[src/sv/trd_pkg.sv]
package trd_pkg;

  typedef enum logic [1:0] {
    MODE_CLEAR = 2'd0,
    MODE_DRAW  = 2'd1,
    MODE_READ  = 2'd2,
    MODE_NONE  = 2'd3
  } mode_t;

  localparam int unsigned CFG_WIDTH  = 0;
  localparam int unsigned CFG_HEIGHT = 1;

  localparam logic [12:0] COUNT_MAX = 13'd8191;

  // request to the divider
  typedef struct packed {
    logic        start;
    logic [65:0] num;
    logic [25:0] den;
  } div_req_t;

  typedef struct packed {
    logic        busy;
    logic        done;
    logic [65:0] quo;
  } div_rsp_t;

endpackage

[src/sv/trd_divider.sv]
// restoring divider, one quotient bit per cycle
module trd_divider (
  input  logic              clk,
  input  logic              rst_n,
  input  trd_pkg::div_req_t req,
  output trd_pkg::div_rsp_t rsp
);

  logic [65:0] quo_r, quo_nxt;
  logic [26:0] rem_r, rem_nxt;
  logic [25:0] den_r;
  logic [6:0]  cnt_r, cnt_nxt;
  logic        busy_r, busy_nxt;
  logic        done_r, done_nxt;
  logic [26:0] trial;
  logic [27:0] diff;

  always_comb begin
    quo_nxt  = quo_r;
    rem_nxt  = rem_r;
    cnt_nxt  = cnt_r;
    busy_nxt = busy_r;
    done_nxt = 1'b0;
    trial    = {rem_r[25:0], quo_r[65]};
    diff     = {1'b0, trial} - {2'b00, den_r};
    if (req.start) begin
      quo_nxt  = req.num;
      rem_nxt  = '0;
      cnt_nxt  = 7'd66;
      busy_nxt = 1'b1;
    end else if (busy_r) begin
      if (!diff[27]) begin
        rem_nxt = diff[26:0];
        quo_nxt = {quo_r[64:0], 1'b1};
      end else begin
        rem_nxt = trial;
        quo_nxt = {quo_r[64:0], 1'b0};
      end
      cnt_nxt = cnt_r - 7'd1;
      if (cnt_r == 7'd1) begin
        busy_nxt = 1'b0;
        done_nxt = 1'b1;
      end
    end
  end

  always_ff @(posedge clk) begin
    if (!rst_n) begin
      busy_r <= 1'b0;
      done_r <= 1'b0;
      cnt_r  <= '0;
    end else begin
      busy_r <= busy_nxt;
      done_r <= done_nxt;
      cnt_r  <= cnt_nxt;
    end
    quo_r <= quo_nxt;
    rem_r <= rem_nxt;
    if (req.start) den_r <= req.den;
  end

  assign rsp.busy = busy_r;
  assign rsp.done = done_r;
  assign rsp.quo  = quo_r;

endmodule
[config.mk]
export PLATFORM = sky130hd
export DESIGN_NAME = trd_divider
export DESIGN_NICKNAME = d
export VERILOG_FILES = /design/src/sv/trd_pkg.sv /design/src/sv/trd_divider.sv
export SDC_FILE = /design/constraint.sdc
export NUM_CORES = 1
export LEC_CHECK = 0
export ABC_AREA = 1
export BUFFER_PORTS_ARGS = -buffer_cell sky130_fd_sc_hd__clkbuf_2
export CORE_MARGIN = 8
export CORE_UTILIZATION = 57
export CTS_BUF_LIST = sky130_fd_sc_hd__clkbuf_2 sky130_fd_sc_hd__clkbuf_4 sky130_fd_sc_hd__clkbuf_8
export CTS_CLUSTER_DIAMETER = 100
export DETAILED_ROUTE_END_ITERATION = 10
export GPL_ROUTABILITY_DRIVEN = 1
export GPL_TIMING_DRIVEN = 0
export PLACE_DENSITY_LB_ADDON = 0.08
export SYNTH_ARGS = -nofsm -noshare
export SYNTH_HDL_FRONTEND = slang
export SYNTH_SLANG_ARGS = --single-unit
[constraint.sdc]
create_clock -name clk -period 3.8 [get_ports clk]
set_input_delay 0.19 -clock clk [delete_from_list [all_inputs] [get_ports clk]]
set_output_delay 0.19 -clock clk [all_outputs]
set_load 0.1 [all_outputs]
; ---- Word level (Yosys, flattened, before mapping)
; Cells that the tools add are included.
[word_totals]
reg_bits = 127
latchBits = 0
ram_bits = 0
rom_bits = 0
in_bits = 95
output_inout_bits = 68
wordCells = 25
memories = 0
[classes]
addsub = 2
n_mul = 0
div = 0
magnitude_cmp = 0
eq_ne = 1
shift = 0
n_mux = 10
bitwise = 2
reduce_logical = 3
[op_table]
columns = op, count
row1 = $mux 66, 2
row2 = $sub 27x26->28, 1
row3 = $mux 26, 1
row4 = $mux 7, 2
row5 = $eq 7x1->1 const B, 1
row6 = $sub 7x1->7 const B, 1
row7 = $mux 1, 5
row8 = $reduce_or 3->1, 1
row9 = $not 1->1, 2
row10 = $reduce_bool 2->1, 1
row11 = $reduce_or 2->1, 1

; ---- Depth between registers and ports, before layout
; Gate-level depths: netlist of run 1.
[depth]
word_depth = 4
mapped_depth = 15
mapped_depth_nobuf = 15

; ---- Worst setup path after synthesis of run 1
; OpenSTA, ideal clock, no wires.
[synth_path]
kind = flip-flop to flip-flop
start = reg busy_r
end = reg quo_r[0], enable pin
setup_time_ps = 455
t_arrival_ps = 2549
required_ps = 3345
path_slack_ps = 795
path_stages_with_launch = 4
path_buffers = 1
period_less_slack_ps = 3005
path_cell_list = dfxtp_1 -> nor2_1 -> inv_1 -> clkbuf_1
[synth_via]
elab_chain_cells = 1
[synth_rtl]
columns = element, line
row1 = from (decl), trd_divider.sv:13  ; logic busy_r, busy_nxt;
row2 = from (signal assigned), trd_divider.sv:53  ; busy_r <= busy_nxt;
row3 = $reduce_bool 2->1 (no source line), -
row4 = to (signal assigned), trd_divider.sv:57  ; quo_r <= quo_nxt;
row5 = to (decl), trd_divider.sv:9  ; logic [65:0] quo_r, quo_nxt;
; No other way between the ends.
; A chain may end at the register's enable or synchronous reset.

; ---- Final worst setup path of run 1
[layout_path]
start = reg den_r[22]
end = reg rem_r[7]
[layout_via]
elab_chain_cells = 2
[layout_rtl]
columns = element, line
row1 = from (decl), trd_divider.sv:11  ; logic [25:0] den_r;
row2 = from (signal assigned), trd_divider.sv:59  ; if (req.start) den_r <= req.den;
row3 = $sub 27x26->28, trd_divider.sv:25  ; diff = {1'b0, trial} - {2'b00, den_r};
row4 = $mux 26, trd_divider.sv:32  ; if (!diff[27]) begin
row5 = to (signal assigned), trd_divider.sv:58  ; rem_r <= rem_nxt;
row6 = to (decl), trd_divider.sv:10  ; logic [26:0] rem_r, rem_nxt;
; No other way between the ends.

==> PnR_summary.wiki, run 1 <==
{| class="wikitable"
! Metric !! Value
|-
| Wire length after detailed routing || 20600 um
|-
| Longest individual stage delay on the worst path || approximately 0.36 ns
|-
| Count of buffering cells on the critical path with inverters included || 2
|-
| Via density per instance || 4.95
|-
| Core Util, Final || 0.738
|-
| Antenna cell count || 0
|-
| Setup crit start kind || flop
|-
| Transition time of the tightest slew-check pin || about 0.87 ns
|-
| Classification of the worst-slack hold path || primary input to flop
|-
| Setup crit end kind || flop
|-
| Overall routing resource usage || 0.257
|-
| Die ar. || 16500 um2
|-
| Syn Area/Cell || ~7.5 um2
|-
| Post-Syn Instances || approximately 970
|-
| Nets || between 1000 and 1500
|-
| Core region area || around 13000 um2
|-
| Unrepaired setup endpoints after global routing || false
|-
| Worst relative slew slack || 0.421
|-
| Global-route wire length before repair || 33200 um
|-
| Proportion of layout cells with a drive suffix above 1 || 0.175
|-
| Critical Path Slowest Stage Cell || sky130_fd_sc_hd__ha_1
|-
| Count of distinct cell types in the synthesized netlist || 34
|-
| # setup viols final || 0
|-
| Outcome || finished, final reports clean
|-
| Buffers added on ports || 162
|-
| Worst hold stages || 3
|-
| Number of cells traversed by the worst register-to-register path || 11
|-
| Synthesized area || 7230 um2
|-
| Number of vias after detailed routing || roughly 6900
|-
| Post-detailed-placement half-perimeter wirelength || 14800 um
|-
| Number of flops mapped to enable cells by yosys || 92
|-
| Die X || roughly 130 um
|-
| GRT overflow || 0
|-
| Final design instance area without fill || 9240 um2
|-
| Required time of the critical path || roughly 4.1 ns
|-
| Power density cells || 427 nW/um2
|-
| Maximum number of pins on one net before global-route repair || 42
|-
| Maximum clock frequency || roughly 430 MHz
|-
| Worst Path Class, Setup || flop to flop
|-
| Die outline height || 129 um
|-
| Worst voltage drop across the vdd grid || 0.493 mV
|-
| Number of optimization iterations in the first detailed-route pass || 5
|-
| Area growth from synthesis to layout || 27.8%
|-
| CTS tree || yes
|-
| Primary flip-flop cell chosen by synthesis mapping || sky130_fd_sc_hd__edfxtp_1
|-
| Clock sink total || 127
|-
| Cell family with the largest share of critical-path delay || compound AO/OA/AOI/OAI gates
|-
| Share of the yosys chip area belonging to registers || 0.479
|-
| Remaining antenna violation count || 0
|-
| Post-synthesis sequential element count || 127
|-
| Initial Util || 0.578
|-
| Number of rows created at floorplan || 41
|-
| DRC violations left || 0
|-
| Post-detailed-placement cell area || about 8300 um2
|-
| Fraction of the cycle the final worst path needs || 0.608
|-
| Worst EP arrival || 2.63 ns
|-
| Violation count after the first detailed-route iteration || 465
|-
| Share of synthesized registers carrying an async set or reset || 0
|-
| Count of pins on the block boundary || 163
|-
| Average wire length per cell after detail routing || 14.8 um
|-
| Post-cts sizing count || 0
|-
| Final hold vios || 0
|-
| Cell depth of the worst setup path || 11
|-
| CTS H-Tree Depth || 4
|-
| Maximum capacitance violations || 0
|-
| Min Clock Period, post-route || 2.31 ns
|-
| CP most frequent cell || sky130_fd_sc_hd__nand2_1
|-
| Bufs on Longest Clock Path || 2
|-
| Total negative slack for setup checks || 0 ns
|-
| Number of global-route vias before repair || slightly below 7000
|-
| Fraction of post-synthesis cell area in the top cell type by area || 0.382
|-
| Placer Congestion || 0.943
|-
| Most frequently used cell type in the post-synthesis netlist || sky130_fd_sc_hd__nand2_1
|-
| Root Driver || sky130_fd_sc_hd__clkbuf_8
|-
| Clock Skew || 0.0172 ns
|-
| Leakage power || 4.98 nW
|-
| Synth Net Count || 1092
|-
| Synth area leaders || sky130_fd_sc_hd__edfxtp_1 38%, sky130_fd_sc_hd__nand2_1 23%, sky130_fd_sc_hd__dfxtp_1 9.7%, sky130_fd_sc_hd__inv_1 8.0%, sky130_fd_sc_hd__nand3_1 5.0%
|-
| Final-report max-slew violation count || 0
|-
| Chain of cells forming the critical path || inv_1, ha_1, a21oi_1, nand2_1, nand2_1, nand2_1, a21oi_4, buf_2, nand3_1, nand3_1, o21ai_1
|-
| TritonCTS buffer count || 17
|-
| Clock slew at the register clock pins of the worst setup and hold paths || 0.09 ns
|-
| Leading post-synthesis cells by instance count || 437 x sky130_fd_sc_hd__nand2_1, 155 x sky130_fd_sc_hd__inv_1, 92 x sky130_fd_sc_hd__edfxtp_1
|-
| Number of warnings printed during yosys synthesis || 0
|-
| Post-synthesis cell type with the largest combined area || sky130_fd_sc_hd__edfxtp_1
|-
| Maximum fanout count along the critical path || 10
|-
| Initial antenna violation count || 0
|-
| Worst skew pair latency || 0.45 ns
|}
state kept, by name, indices dropped and copies added (netlist names):
| signal | cells |
|---|---|
| den_r | 26 |
| cnt_r | 7 |
| done_r | 1 |
| quo_r | 66 |
| rem_r | 26 |
| busy_r | 1 |
layout make-up:
class | instances | area [um2]
fillers | 996 | 3280
clock inverters | 15 | 185
inverters | 156 | 586
repair buffers | 217 | 1370
flip-flops and latches | 127 | 3460
multi-input cells | 659 | 3050
well taps | 172 | 215
plain buffers | 26 | 133
clock buffers | 17 | 234
worst register-to-register path, cell delays in order, from the launching register on:
cell	delay (ns)
sky130_fd_sc_hd__edfxtp_1	0.32
sky130_fd_sc_hd__inv_1	0.04
sky130_fd_sc_hd__ha_1	0.36
sky130_fd_sc_hd__a21oi_1	0.27
sky130_fd_sc_hd__nand2_1	0.11
sky130_fd_sc_hd__nand2_1	0.07
sky130_fd_sc_hd__nand2_1	0.09
sky130_fd_sc_hd__a21oi_4	0.34
sky130_fd_sc_hd__buf_2	0.33
sky130_fd_sc_hd__nand3_1	0.11
sky130_fd_sc_hd__nand3_1	0.10
sky130_fd_sc_hd__o21ai_1	0.07
through the flow:
step / hold slack [ns] / setup WS [ns] / total power [mW] / instances
3_5_place_dp: 0.369 / 1.04 / 2.66 / 1303
4_1_cts: 0.000697 / 1.49 / 3.94 / 1389
6_report: 0.0127 / 1.49 / 3.94 / 1389
3_3_place_gp: 0.368 / -1.22 / 2.65 / 1302
5_1_grt: 0.00416 / 1.30 / 4.07 / 1389
2_1_floorplan: 0.289 / 0.795 / 2.45 / 968
placed cells by master (no fill, tap or decap), types with 2 or more instances in the layout:
| cell type | instances |
|---|---|
| sky130_fd_sc_hd__a21oi_1 | 15 |
| sky130_fd_sc_hd__a31oi_1 | 2 |
| sky130_fd_sc_hd__buf_1 | 2 |
| sky130_fd_sc_hd__buf_2 | 4 |
| sky130_fd_sc_hd__buf_4 | 3 |
| sky130_fd_sc_hd__buf_6 | 2 |
| sky130_fd_sc_hd__bufinv_16 | 3 |
| sky130_fd_sc_hd__clkbuf_1 | 14 |
| sky130_fd_sc_hd__clkbuf_2 | 162 |
| sky130_fd_sc_hd__clkbuf_8 | 17 |
| sky130_fd_sc_hd__clkinv_2 | 3 |
| sky130_fd_sc_hd__clkinv_4 | 4 |
| sky130_fd_sc_hd__dfxtp_1 | 35 |
| sky130_fd_sc_hd__dlygate4sd3_1 | 54 |
| sky130_fd_sc_hd__edfxtp_1 | 92 |
| sky130_fd_sc_hd__ha_1 | 28 |
| sky130_fd_sc_hd__inv_1 | 155 |
| sky130_fd_sc_hd__inv_6 | 3 |
| sky130_fd_sc_hd__nand2_1 | 437 |
| sky130_fd_sc_hd__nand2_2 | 3 |
| sky130_fd_sc_hd__nand2_4 | 2 |
| sky130_fd_sc_hd__nand3_1 | 72 |
| sky130_fd_sc_hd__nand3b_1 | 13 |
| sky130_fd_sc_hd__nand4_1 | 6 |
| sky130_fd_sc_hd__nor2_1 | 42 |
| sky130_fd_sc_hd__nor3_1 | 5 |
| sky130_fd_sc_hd__o21ai_0 | 9 |
| sky130_fd_sc_hd__o21ai_1 | 4 |
| sky130_fd_sc_hd__o21bai_1 | 2 |
| sky130_fd_sc_hd__xnor2_1 | 9 |
metal layers:
metal,routed length (um),track usage,part of all wire,vias up
li1,-,-,-,3488
met1,8310,0.290,0.40,3070
met2,9900,0.437,0.48,280
met3,1890,0.0935,0.092,33
met4,480,0.0940,0.023,0
met5,0,0,0,-
where the power goes:
part	leakage [nW]	switching (mW)	internal, mW
sequential	1.22	0.0594	1.61
clock	0.213	0.601	0.659
combinational	3.55	0.805	0.207
total	4.98	1.47	2.48
repair_timing:
item | 4_1_cts | 5_1_grt
hold endpoints to repair | 54 | 0
buffers inserted | 0 | 0
endpoints found under the setup margin | 0 | 0
hold buffers | 54 | 0
path summary, 6_finish.rpt:
kind                     to  startpoint  slack (ns)
setup / recovery   rem_r[7]   den_r[22]        1.49
hold / removal    quo_r[64]     req[90]        0.01
setup reg to reg   rem_r[7]   den_r[22]        1.49
hold reg to reg   rem_r[25]   rem_r[25]        0.47
kinds of logic after synthesis:
logic type      synth area share
compound gates            0.0266
xor+xnor                  0.0121
fa+ha+maj                 0.0512
buf+inv                   0.0988
flops                      0.479
simple gates               0.332
Power figures use the tool's default switching activity.
==> inputs of run 2 (changes only) <==
Settings changed: CORE_UTILIZATION 57 to 51.
Clock period 3.8 ns to 2.1 ns, I/O delays scaled along.
==> PnR_summary.wiki, run 2 (synthesis results as in run 1) <==
{| class="wikitable"
! Metric !! Value
|-
| Post-detailed-placement cell area || 8390 um2
|-
| Bufs on Longest Clock Path || 2
|-
| Worst EP arrival || 2.36 ns
|-
| Worst Path Class, Setup || flop to flop
|-
| Leakage power || between 5 and 6 nW
|-
| Outcome || finished, final reports clean
|-
| Transition time of the tightest slew-check pin || 0.824 ns
|-
| Number of vias after detailed routing || approximately 7000
|-
| Clock Skew || around 0.013 ns
|-
| Via density per instance || 4.98
|-
| Average wire length per cell after detail routing || about 15 um
|-
| Highest-count cells in the layout ignoring fill and taps || 417 x sky130_fd_sc_hd__nand2_1, 161 x sky130_fd_sc_hd__clkbuf_2, 142 x sky130_fd_sc_hd__inv_1
|-
| Chain of cells forming the critical path || inv_1, ha_4, nand2_1, nor2_2, nand2_2, inv_1, a21oi_4, buf_12, nand2_8, buf_8, nand3_1, nand2_1, nand2_1
|-
| Die ar. || 18200 um2
|-
| Area taken by multi-input logic gates || ~3500 um2
|-
| Maximum clock frequency || 497 MHz
|-
| CP most frequent cell || sky130_fd_sc_hd__nand2_1
|-
| Worst relative slew slack || 0.451
|-
| Number of optimization iterations in the first detailed-route pass || 5
|-
| Nets || 1373
|-
| Registers with the most flip-flops || quo_r (66), den_r (26), rem_r (26)
|-
| Buffers added on ports || 162
|-
| Max reg flops || 66
|-
| Classification of the worst-slack hold path || primary input to flop
|-
| Area growth from synthesis to layout || 40.8%
|-
| Maximum fanout count along the critical path || 10
|-
| CTS H-Tree Depth || 4
|-
| Required time of the critical path || 2.45 ns
|-
| Initial antenna violation count || 2
|-
| Register ranked first by flip-flop count || quo_r
|-
| Maximum capacitance violations || 0
|-
| Number of global-route vias before repair || 7306
|-
| Proportion of layout cells with a drive suffix above 1 || 0.234
|-
| Final worst-path setup slack || 0.0884 ns
|-
| Critical Path Slowest Stage Cell || sky130_fd_sc_hd__edfxtp_1
|-
| Min Clock Period, post-route || 2.01 ns
|-
| Leading cell type in the layout, fill and taps excluded || sky130_fd_sc_hd__nand2_1
|-
| Filler instances || between 1000 and 1500
|-
| DRC violations left || 0
|-
| Post-detailed-placement half-perimeter wirelength || ~15000 um
|-
| Fraction of the cycle the final worst path needs || 0.958
|-
| Wire length after detailed routing || ~22000 um
|-
| Count of pins on the block boundary || 163
|-
| Worst voltage drop across the vdd grid || just over 0.6 mV
|-
| Power density cells || slightly above 700 nW/um2
|-
| Worst skew pair latency || 0.46 ns
|-
| Count of buffering cells on the critical path with inverters included || 4
|-
| Footprint of the flip-flops and latches || approximately 3500 um2
|-
| Clock slew at the register clock pins of the worst setup and hold paths || 0.08 ns
|-
| Overall routing resource usage || 0.249
|-
| Clock sink total || 127
|-
| Setup crit end kind || flop
|-
| Number of rows created at floorplan || 43
|-
| # setup viols final || 0
|-
| CTS tree || yes
|-
| Global-route wire length before repair || between 30000 and 40000 um
|-
| Die X || 135 um
|-
| Final-report max-slew violation count || 0
|-
| Cell family with the largest share of critical-path delay || simple AND/OR/NAND/NOR gates
|-
| Die outline height || around 140 um
|-
| Maximum number of pins on one net before global-route repair || 41
|-
| Longest individual stage delay on the worst path || 0.32 ns
|-
| Final design instance area without fill || just over 10000 um2
|-
| R2r startpoint || den_r[19]
|-
| Core region area || 13900 um2
|-
| Worst setup timing slack at the placement stage || -0.619 ns
|-
| Worst Hold Launch || req[92]
|-
| GRT overflow || 0
|-
| Root Driver || sky130_fd_sc_hd__clkbuf_8
|-
| Remaining antenna violation count || 0
|-
| Final hold vios || 0
|-
| TritonCTS buffer count || 17
|-
| Launch point of the worst path || den_r[19]
|-
| Violation count after the first detailed-route iteration || ~500
|-
| Setup crit start kind || flop
|-
| Initial Util || 0.521
|-
| Placer Congestion || a little over 0.9
|}
==> run 2: layout make-up <==
cell class                      instances  area share
Timing Repair Buffer                  262       0.179
Clock buffer                           19      0.0251
Sequential cell                       127       0.340
Antenna cell                            2    0.000492
Multi-Input combinational cell        659       0.343
Tap cell                              180      0.0221
Inverter                              156      0.0575
Clock inverter                         13      0.0159
Buffer                                 26      0.0170
==> run 2: worst paths after layout <==
path / cells past startpoint / to / slack, ns
worst max-delay path: 13 / rem_r[22] / 0.09
worst min-delay path: 1 / den_r[4] / 0.30
worst max register to register: 13 / rem_r[22] / 0.09
worst min register to register: 2 / cnt_r[6] / 0.48
==> run 2: per-layer routing <==
layer | track usage | routed length (um) | up-vias
li1 | - | - | 3583
met5 | 0 | 0 | -
met2 | 0.421 | 11000 | 249
met4 | 0.0962 | 509 | 0
met1 | 0.282 | 9050 | 3320
met3 | 0.0884 | 1770 | 40
==> run 2: worst reg2reg max path: stages (launching register included) <==
cell                       delay (ns)
sky130_fd_sc_hd__edfxtp_1        0.32
sky130_fd_sc_hd__inv_1           0.06
sky130_fd_sc_hd__ha_4            0.29
sky130_fd_sc_hd__nand2_1         0.11
sky130_fd_sc_hd__nor2_2          0.18
sky130_fd_sc_hd__nand2_2         0.11
sky130_fd_sc_hd__inv_1           0.11
sky130_fd_sc_hd__a21oi_4         0.09
sky130_fd_sc_hd__buf_12          0.14
sky130_fd_sc_hd__nand2_8         0.10
sky130_fd_sc_hd__buf_8           0.16
sky130_fd_sc_hd__nand3_1         0.13
sky130_fd_sc_hd__nand2_1         0.09
sky130_fd_sc_hd__nand2_1         0.04
==> run 2: what timing repair did <==
action                     CTS  global route
setup endpoints to repair   67            68
hold buffers                93             0
hold endpoints to repair    96             0
resized for setup           22            65
buffers inserted             4             2
pin swaps                    2             8
==> run 2: power breakdown <==
group	leakage, nW	switching, mW	total [mW]	internal [mW]
Sequential	1.22	0.109	3.03	2.92
Clock	0.214	1.06	2.29	1.22
Combinational	3.76	1.52	1.98	0.464
Total	5.19	2.69	7.30	4.61
==> run 2: per-stage QoR <==
stage / setup TNS [ns] / utilization / power (mW) / hold slack [ns] / instances
floorplan: -4.35 / - / 4.45 / 0.204 / 968
global placement: -101.28 / 0.603 / 4.80 / 0.283 / 1310
detailed placement: -43.70 / 0.605 / 4.82 / 0.284 / 1311
CTS: 0 / 0.712 / 7.24 / 0.331 / 1440
global route: -0.0882 / 0.733 / 7.55 / 0.319 / 1444
finish: 0 / 0.733 / 7.30 / 0.301 / 1444
==> inputs of run 3 (changes only) <==
Settings changed: CELL_PAD_IN_SITES_DETAIL_PLACEMENT from default to 1, CELL_PAD_IN_SITES_GLOBAL_PLACEMENT from default to 1, CORE_UTILIZATION 51 to 37, GPL_TIMING_DRIVEN 0 to default.
==> PnR_summary.wiki, run 3 (synthesis results as in run 1) <==
{| class="wikitable"
! Metric !! Value
|-
| Post-detailed-placement half-perimeter wirelength || 17900 um
|-
| Number of rows created at floorplan || 51
|-
| Leading cell type in the layout, fill and taps excluded || sky130_fd_sc_hd__nand2_1
|-
| Setup crit start kind || flop
|-
| Core region area || 19300 um2
|-
| Number of global-route vias before repair || 7946
|-
| Maximum fanout count along the critical path || 4
|-
| GRT overflow || 0
|-
| Worst EP arrival || 2.38 ns
|-
| Bufs on Longest Clock Path || 2
|-
| Average wire length per cell after detail routing || around 17 um
|-
| Root Driver || sky130_fd_sc_hd__clkbuf_8
|-
| Launch point of the worst path || den_r[18]
|-
| Max reg flops || 66
|-
| Count of pins on the block boundary || between 150 and 200
|-
| Area growth from synthesis to layout || 45.2%
|-
| Number of non-filler instances in the completed layout || 1550
|-
| Wire length after detailed routing || 26300 um
|-
| Filler instances || 2426
|-
| Die outline height || roughly 160 um
|-
| Nets || between 1000 and 1500
|-
| Maximum capacitance violations || 0
|-
| Worst Path Class, Setup || flop to flop
|-
| CTS H-Tree Depth || 4
|-
| Worst Hold Launch || req[92]
|-
| # setup viols final || 0
|-
| Buffers added on ports || 162
|-
| Setup crit end kind || flop
|-
| Highest-count cells in the layout ignoring fill and taps || 414 x sky130_fd_sc_hd__nand2_1, 161 x sky130_fd_sc_hd__clkbuf_2, 144 x sky130_fd_sc_hd__inv_1
|-
| Clock sink total || 127
|-
| Total negative slack for setup checks || 0 ns
|-
| Leakage power || 5.38 nW
|-
| Placer Congestion || 0.862
|-
| Via density per instance || approximately 4.7
|-
| Classification of the worst-slack hold path || primary input to flop
|-
| Number of vias after detailed routing || 7349
|-
| Proportion of layout cells with a drive suffix above 1 || 0.260
|-
| Initial antenna violation count || 3
|-
| DRC violations left || 0
|-
| Remaining antenna violation count || 0
|-
| Die ar. || 24300 um2
|-
| Number of optimization iterations in the first detailed-route pass || 4
|-
| Overall power consumption || 7.39 mW
|-
| Worst voltage drop across the vdd grid || 0.416 mV
|-
| Violation count after the first detailed-route iteration || approximately 400
|-
| Register ranked first by flip-flop count || quo_r
|-
| Min Clock Period, post-route || 2.03 ns
|-
| Worst skew pair latency || 0.45 ns
|-
| Worst relative slew slack || 0.614
|-
| Placed cells || 1413
|-
| Final hold vios || 0
|-
| Global-route wire length before repair || slightly above 40000 um
|-
| Initial Util || 0.374
|-
| R2r startpoint || den_r[18]
|-
| Power density cells || approximately 700 nW/um2
|-
| Required time of the critical path || around 2.5 ns
|-
| Post-detailed-placement cell area || 8720 um2
|-
| Final design instance area without fill || ~11000 um2
|-
| Transition time of the tightest slew-check pin || 0.581 ns
|-
| Clock slew at the register clock pins of the worst setup and hold paths || approximately 0.09 ns
|-
| Fraction of the cycle the final worst path needs || 0.968
|-
| Maximum clock frequency || roughly 490 MHz
|-
| Outcome || finished, final reports clean
|-
| Final-report max-slew violation count || 0
|-
| Hold slack final || 0.0522 ns
|-
| Maximum number of pins on one net before global-route repair || between 60 and 70
|-
| Registers with the most flip-flops || quo_r (66), den_r (26), rem_r (26)
|-
| Overall routing resource usage || 0.214
|-
| Clock Skew || 0.0182 ns
|-
| TritonCTS buffer count || 17
|-
| Die X || approximately 160 um
|-
| CTS tree || yes
|}
-- run 3: cell type report --
class / instances / area, um2 / area share
diodes: 3 / 7.51 / 0.000715
clock inverters: 14 / 181 / 0.0173
inverters: 156 / 586 / 0.0558
repair buffers: 308 / 2280 / 0.217
clock buffers: 18 / 241 / 0.0230
flip-flops and latches: 127 / 3470 / 0.330
multi-input cells: 659 / 3400 / 0.324
well taps: 265 / 332 / 0.0316
-- run 3: path summary, 6_finish.rpt --
check	to	slack, ns	cells after the start
setup / recovery	rem_r[19]	0.07	16
hold / removal	den_r[22]	0.05	1
setup reg to reg	rem_r[19]	0.07	16
hold reg to reg	rem_r[20]	0.48	2
-- run 3: worst max-delay path, stage by stage (launching register included) --
cell                       delay, ns
sky130_fd_sc_hd__edfxtp_1       0.39
sky130_fd_sc_hd__inv_2          0.08
sky130_fd_sc_hd__ha_4           0.21
sky130_fd_sc_hd__nand2_2        0.09
sky130_fd_sc_hd__inv_1          0.04
sky130_fd_sc_hd__nand2_1        0.07
sky130_fd_sc_hd__nand2_2        0.07
sky130_fd_sc_hd__inv_2          0.08
sky130_fd_sc_hd__nand2_4        0.06
sky130_fd_sc_hd__a21oi_4        0.21
sky130_fd_sc_hd__buf_4          0.16
sky130_fd_sc_hd__clkbuf_4       0.17
sky130_fd_sc_hd__nand3b_1       0.08
sky130_fd_sc_hd__nand2_1        0.06
sky130_fd_sc_hd__inv_1          0.05
sky130_fd_sc_hd__nand2_1        0.06
sky130_fd_sc_hd__nand2_1        0.05
-- run 3: timing repair --
action	CTS	global route
cloned	0	4
endpoints found under the setup margin	13	27
setup buffers	0	6
pin swaps	0	8
hold buffers	92	0
hold endpoints to repair	94	0
resized for setup	3	70
-- run 3: per-layer routing --
metal  wire, um  track usage  vias up
li1           -            -     3624
met1      11500        0.259     3509
met2      12600        0.355      180
met3       1680       0.0654       36
met4        551       0.0707        0
met5          0            0        -
-- run 3: report_power, final --
part / switching, mW / internal [mW]
registers: 0.109 / 2.92
logic: 1.54 / 0.492
clock network: 1.12 / 1.21
-- run 3: per-stage QoR --
step / utilization / worst slack [ns]
finish: 0.543 / 0.0671
global route: 0.543 / -0.0776
CTS: 0.521 / -0.00506
detailed placement: 0.451 / -0.0455
global placement: 0.451 / 0.0481
floorplan: - / -0.288
